### config.mk
export PLATFORM = sky130hd
export DESIGN_NAME = iprbm_cell
export DESIGN_NICKNAME = d
export VERILOG_FILES = /design/src/rtl/iprbm_pkg.sv /design/src/rtl/iprbm_cell.sv
export SDC_FILE = /design/constraint.sdc
export NUM_CORES = 1
export LEC_CHECK = 0
export BUFFER_PORTS_ARGS = -buffer_cell sky130_fd_sc_hd__buf_2
export CAP_MARGIN = 20
export CORE_ASPECT_RATIO = 1.75
export CORE_MARGIN = 2
export CORE_UTILIZATION = 52
export DETAILED_ROUTE_END_ITERATION = 16
export GPL_ROUTABILITY_DRIVEN = 0
export MAX_ROUTING_LAYER = met4
export PLACE_DENSITY = 0.81
export SLEW_MARGIN = 20
export SYNTH_ARGS = -nofsm -noshare
export SYNTH_HDL_FRONTEND = slang
export SYNTH_SLANG_ARGS = --single-unit
export TNS_END_PERCENT = 1
### constraint.sdc
create_clock -name clock -period 8.6 [get_ports clock]
set_input_delay 0.43 -clock clock [delete_from_list [all_inputs] [get_ports clock]]
set_output_delay 0.43 -clock clock [all_outputs]
set_load 0.02 [all_outputs]
### src/rtl/iprbm_pkg.sv
// Shared types and constants for the IPv4 rule blacklist matcher.
// Used by iprbm_cell and ip_rule_blacklist_matcher; no dependencies.
package iprbm_pkg;

   localparam int unsigned NUM_LISTS_DEFAULT   = 32;
   localparam int unsigned TABLE_DEPTH_DEFAULT = 64;

   typedef enum logic [1:0] {
      OP_CHECK = 2'd0,
      OP_ADD   = 2'd1,
      OP_TICK  = 2'd2,
      OP_CLEAR = 2'd3
   } op_type;

   typedef enum logic [1:0] {
      STATUS_OK   = 2'd0,
      STATUS_DUP  = 2'd1,
      STATUS_FULL = 2'd2
   } status_type;

   // Request as held by the top level and broadcast to every cell.
   typedef struct packed {
      op_type      opcode;
      logic [4:0]  list_id;
      logic [31:0] address;
      logic [31:0] net_mask;
      logic [15:0] port;
      logic [3:0]  proto;
      logic        invert;
      logic [31:0] now;
      logic [31:0] list_select;
      logic [31:0] expiring;
      logic [31:0] expiry;
   } req_type;

   // Token handed from cell to cell, one hop per cycle.
   typedef struct packed {
      logic active;   // token present
      logic commit;   // 0: scan pass, 1: store pass
      logic store;    // store pass: rule not yet placed
      logic hit;      // scan: match (check) or duplicate (add) seen
      logic free;     // scan: an empty cell seen
   } token_type;

endpackage

### src/rtl/iprbm_cell.sv
// One rule cell of the matcher chain: holds a rule, acts on the passing token.
// Depends on iprbm_pkg.
module iprbm_cell (
   input  logic                clock,
   input  logic                reset,
   input  iprbm_pkg::req_type   req,
   input  iprbm_pkg::token_type token_in,
   output iprbm_pkg::token_type token_out
);
   import iprbm_pkg::*;

   logic        valid_ff, valid_in;
   logic [4:0]  list_ff;
   logic [31:0] address_ff;
   logic [31:0] mask_ff;
   logic [15:0] port_ff;
   logic [3:0]  proto_ff;
   logic        invert_ff;
   logic [31:0] expiry_ff;
   token_type   token_ff, token_in_d;

   logic scan, capture, rule_hit, rule_applies, dup, check_hit, expire, clear_hit;

   always_comb begin
      scan    = token_in.active && !token_in.commit;
      capture = token_in.active && token_in.commit && token_in.store && !valid_ff;

      rule_hit = (port_ff == 16'd0 || port_ff == req.port)
              && (proto_ff == 4'd0 || proto_ff == req.proto)
              && ((req.address & mask_ff) == (address_ff & mask_ff));
      rule_applies = rule_hit ^ invert_ff;

      dup = valid_ff && list_ff == req.list_id && invert_ff == req.invert
         && port_ff == req.port && proto_ff == req.proto
         && (address_ff & mask_ff) == (req.address & req.net_mask);

      check_hit = valid_ff && req.list_select[list_ff] && rule_applies;
      expire    = valid_ff && req.expiring[list_ff] && expiry_ff <= req.now;
      clear_hit = valid_ff && list_ff == req.list_id;

      valid_in = valid_ff;
      if (capture) begin
         valid_in = 1'b1;
      end else if (scan && req.opcode == OP_TICK && expire) begin
         valid_in = 1'b0;
      end else if (scan && req.opcode == OP_CLEAR && clear_hit) begin
         valid_in = 1'b0;
      end

      token_in_d       = token_in;
      token_in_d.store = token_in.store && !capture;
      token_in_d.hit   = token_in.hit
                      || (scan && req.opcode == OP_CHECK && check_hit)
                      || (scan && req.opcode == OP_ADD && dup);
      token_in_d.free  = token_in.free || (scan && !valid_ff);
   end

   always_ff @(posedge clock) begin
      if (reset) begin
         valid_ff <= 1'b0;
         token_ff <= '0;
      end else begin
         valid_ff <= valid_in;
         token_ff <= token_in_d;
      end
   end

   always_ff @(posedge clock) begin
      if (capture) begin
         list_ff    <= req.list_id;
         address_ff <= req.address;
         mask_ff    <= req.net_mask;
         port_ff    <= req.port;
         proto_ff   <= req.proto;
         invert_ff  <= req.invert;
         expiry_ff  <= req.expiry;
      end
   end

   assign token_out = token_ff;

endmodule

# Word level (Yosys, flattened, before mapping)
# Index checks and enable logic that the tools add are counted.
classes:
  n_addsub: 0
  n_mul: 0
  div: 0
  order_cmp: 2
  eq_ne: 9
  shift: 0
  mux: 7
  bitwise_logic: 4
  n_reduce_logical: 37
op_table:
  columns: ["operator", "n"]
  rows:
  - ["AND 32 bit", 3]
  - ["== test 32 bit", 2]
  - ["less-or-equal comparator 32 bit", 1]
  - ["logical AND 1 bit", 25]
  - ["== test 16 bit", 1]
  - ["logical NOT 16 bit", 1]
  - ["binary-select mux 1 bit (select 5 bit)", 2]
  - ["less-than comparator 5 x 6 -> 1 bit (second input constant)", 1]
  - ["== test 5 bit", 1]
  - ["logical OR 1 bit", 5]
  - ["2-to-1 mux 1 bit", 5]
  - ["== test 2 bit (second input constant)", 2]
  - ["== test 4 bit", 1]
  - ["logical NOT 4 bit", 1]
  - ["logical NOT 1 bit", 3]
  - ["nonzero test 3 bit", 1]
  - ["== test 2 x 1 -> 1 bit (second input constant)", 1]
  - ["logical NOT 2 bit", 1]
  - ["== test 1 bit", 1]
  - ["bitwise XOR 1 bit", 1]
word_totals:
  register_bits: 128
  latch_bits: 0
  mem_bits_rw: 0
  mem_bits_ro: 0
  input_bits: 227
  output_inout_bits: 5
  wordCells: 72
  memories: 0

# Depth between registers and ports, before layout
depth:
  word_depth: 9
  depth_mapped: 9

# Least setup slack after synthesis
# No wires, ideal clock.
synth_timing:
  path_kind: "input -> register"
  start: "in token_in[2] (netlist name)"
  end: "reg address_ff[0] (enable)"
  setup_time_ns: 0.476
  t_arrival_ns: 2.936
  required_time_ns: 8.124
  setup_slack_ns: 5.189
  cell_stages: 2
  path_buffers: 0
  cell_sequence: "nand4b_1 > inv_1"
synth_between:
  elab_chain_len: 2
synth_rtl:
  columns: ["element", "line", "source"]
  rows:
  - ["from (decl)", "iprbm_cell.sv:7", "input iprbm_pkg::token_type token_in,"]
  - ["logical AND 1 bit (2 in a row)", "iprbm_cell.sv:26", "capture = token_in.active && token_in.commit && token_in.store && !valid_ff;"]
  - ["named net capture", "iprbm_cell.sv:22", "logic scan, capture, rule_hit, rule_applies, dup, check_hit, expire, clear_hit;"]
  - ["to (signal assigned)", "iprbm_cell.sv:71", "address_ff <= req.address;"]
  - ["to (decl)", "iprbm_cell.sv:14", "logic [31:0] address_ff;"]
# The timed path passes the listed nets, and every way through them passes these cells.
# A chain may end at the register's enable or synchronous reset.

# Worst setup path in the final report
layout_timing:
  start: "reg list_ff[1]"
  end: "reg valid_ff"
layout_between:
  elab_chain_len: 7
  elab_cells_between_ends: 11
  classes_between: "eq/ne (1); mux (4); reduce/logical (6)"
layout_rtl:
  columns: ["element", "line", "source"]
  rows:
  - ["from (decl)", "iprbm_cell.sv:13", "logic [4:0] list_ff;"]
  - ["from (signal assigned)", "iprbm_cell.sv:70", "list_ff <= req.list_id;"]
  - ["binary-select mux 1 bit (select 5 bit)", "iprbm_cell.sv:38", "expire = valid_ff && req.expiring[list_ff] && expiry_ff <= req.now;"]
  - ["2-to-1 mux 1 bit (implied by the code)", "iprbm_cell.sv:38", null]
  - ["logical AND 1 bit (2 in a row)", "iprbm_cell.sv:38", null]
  - ["logical AND 1 bit", "iprbm_cell.sv:44", "end else if (scan && req.opcode == OP_TICK && expire) begin"]
  - ["2-to-1 mux 1 bit", "iprbm_cell.sv:44", null]
  - ["2-to-1 mux 1 bit", "iprbm_cell.sv:42", "if (capture) begin"]
  - ["to (signal assigned)", "iprbm_cell.sv:63", "valid_ff <= valid_in;"]
  - ["to (decl)", "iprbm_cell.sv:12", "logic valid_ff, valid_in;"]
# Parallel ways exist; a longest one is shown, timed or not. The select of a mux whose other input is x is not followed.

==> qor.csv <==
metric,value,unit
ys_ff_latch,128,
cts_hold_buf,0,
syn_nets,761,
clk_pin_slew_worst_paths,0.06,ns
r2r-end,valid_ff$_SDFFE_PP0P_,
postRouteAntennaNets,0,
critPathSlowestCell,edfxtp_1,
avgRoutedWirePerCell,17.5,µm
dp_worst_setup_slack,6.07,ns
ys_top_cells_by_area,"edfxtp_1, xor2_1, ha_1",
postCtsSetupBuffers,0,
synth_edf_count,122,
synth.distinct_cells,46,
cp.arrival,2.72,ns
fin_worst_skew,0.00509,ns
layout-drive-gt1-share,0.359,
dp.cells,896,
cts_buffers,17,
synth_cells,502,
cts_tree,yes,
clock_path_buffers,2,
fin_ws,6.23,ns
vdd_drop_max,0.230,mV
hp-class,input port to flop,
yosys.cell_count.top_type,edfxtp_1,
synth.avg_cell_area,13.2,µm²
dp_hpwl,13100,µm
reg2reg_depth,5,
cp.depth,5,
path_cells,mux4_1 > mux4_2 > mux2i_1 > o21ai_1 > o21ai_2,
via_per_inst,5.36,
die_area,13700,µm²
leakage,0.00363,µW
initialDrtViolationCount,197,
die_x,89.4,µm
initial_core_util,0.533,
clockRootBuffer,clkbuf_16,
synthMuxAreaShare,0.0636,
synth_ff_type,edfxtp_1,
r2r_start,list_ff[1]$_DFFE_PP_,
worstSkewPairLatency,0.41,ns
grt_pass1_vias,5367,
cp_top_family,multiplexers,
crit_end,valid_ff$_SDFFE_PP0P_,
crit_buf_inv,0,
grtUsageTotal,0.246,
cap_violations,0,
place_area,7960,µm²
synthSimpleGateAreaFrac,0.0976,
netlist_area,6630,µm²
drc,0,
cp_slowest_stage_delay,0.78,ns
wl,16300,µm
maxSlewViolCount,0,
dieHeight,153,µm
fin_crit,2.37,ns
fp.coreArea,12400,µm²
synth_xor_area_frac,0.120,
fin_setup_tns,0,ns
postCtsResizedCells,0,
dr.pass1.iters,5,
synth_top_cell_by_area,edfxtp_1,
fillers,981,
ios,232,
synthToLayoutAreaGrowth,28.5,%
p_per_area,182,nW/µm²
vias,5002,
grt_max_degree,73,
yosysSeqAreaShare,0.571,
grt_pass1_wl,24600,µm
final_area,8520,µm²
hold_viol_final,0,
synth_compound_area_frac,0.0610,
status,"complete, no violations",
synth_commonest_cells,"edfxtp_1, xor2_1, nand2_1, inv_1, ha_1",
numPortBuffers,231,
row_count,54,
yosys.area_share.adder,0.0604,
required,8.94,ns
numClockSinks,128,
grt.overflow.total,0,
ctsHtreeMaxLevel,4,
setup_viol,0,
min_period_over_period,0.276,
criticalPathCategory,flop to flop,
start_kind,flop,
worstMarginPinSlew,0.896,ns
worstSetupEndpointType,flop,
antenna_found_initial,5,
final_cells,933,
rsz0062_at_grt,false,
rrSetupSlack,6.23,ns
fmax,0.421,GHz
synth-async-reset-ratio,0,
yosys_warnings,0,
synth_top_area_frac,0.553,
fin_nets,1006,
post-route-util,0.685,
synth_top_family_by_area,XOR/XNOR gates,
cp-startpoint,list_ff[1]$_DFFE_PP_,
slew_headroom,0.403,
worstPathMaxFanout,17,
-- placed cells by master (no fill, tap or decap), drive strengths merged, types with 2 or more instances in the layout --
cell type / instances
a2111oi: 2
a211oi: 5
a21o: 9
a21oi: 9
a221oi: 2
a22oi: 14
buf: 232
clkbuf: 17
clkinv: 9
clkinvlp: 4
dfxtp: 6
diode: 5
edfxtp: 122
ha: 32
inv: 36
mux2i: 2
mux4: 16
nand2: 69
nand3: 4
nand4: 16
nor2: 6
nor2b: 7
nor3: 3
nor3b: 3
nor4: 18
o21a: 2
o21ai: 8
xnor2: 9
xor2: 82
-- metal layers --
metal	GRT usage	vias to the layer above	part of all wire
li1	-	2377	-
met1	0.258	2406	0.37
met2	0.414	184	0.54
met3	0.0594	35	0.060
met4	0.131	0	0.031
met5	-	-	0
-- final cells by class --
type	instances	area, µm²	area share
diodes	5	12.5	0.00147
clock buffers	17	425	0.0499
clock inverters	15	121	0.0142
inverters	35	134	0.0157
multi-input cells	333	2670	0.313
flip-flops and latches	128	3780	0.444
well taps	168	210	0.0247
repair buffers	232	1160	0.137
-- registers in the layout (all words and copies together) (netlist names) --
name	count
address_ff	32
expiry_ff	32
invert_ff	1
list_ff	5
mask_ff	32
port_ff	16
proto_ff	4
token_out	5
valid_ff	1
-- per-stage QoR --
stage / hold WS (ns) / total power [µW]
after global routing: 0.178 / 1600
after floorplan: 0.502 / 815
after detailed placement: 0.568 / 903
after global placement: 0.563 / 893
after CTS: 0.177 / 1560
final: 0.195 / 1550
-- how the worst min path moves through the flow --
stage / end / cells past startpoint / slack, ns / startpoint
after floorplan: token_out[3]$_SDFF_PP0_ / 1 / 0.50 / reset
after global placement: token_out[0]$_SDFF_PP0_ / 3 / 0.56 / valid_ff$_SDFFE_PP0P_
after detailed placement: token_out[0]$_SDFF_PP0_ / 3 / 0.57 / valid_ff$_SDFFE_PP0P_
after CTS: expiry_ff[7]$_DFFE_PP_ / 1 / 0.18 / req[7]
after global routing: expiry_ff[0]$_DFFE_PP_ / 1 / 0.18 / req[0]
final: expiry_ff[7]$_DFFE_PP_ / 1 / 0.19 / req[7]
-- power breakdown --
group	internal [µW]	switching (µW)
combinational	84.3	83.0
clock	394	265
sequential	709	13.2
-- logic make-up (layout without fill, tap and decap cells) --
family	count (synthesis)	count (layout)
fa+ha+maj	32	32
flops	128	128
buf+inv	41	299
mux	19	19
other cells	0	5
compound gates	58	58
xor+xnor	91	91
simple gates	133	133
No activity file was read; power rests on OpenSTA's default activity.
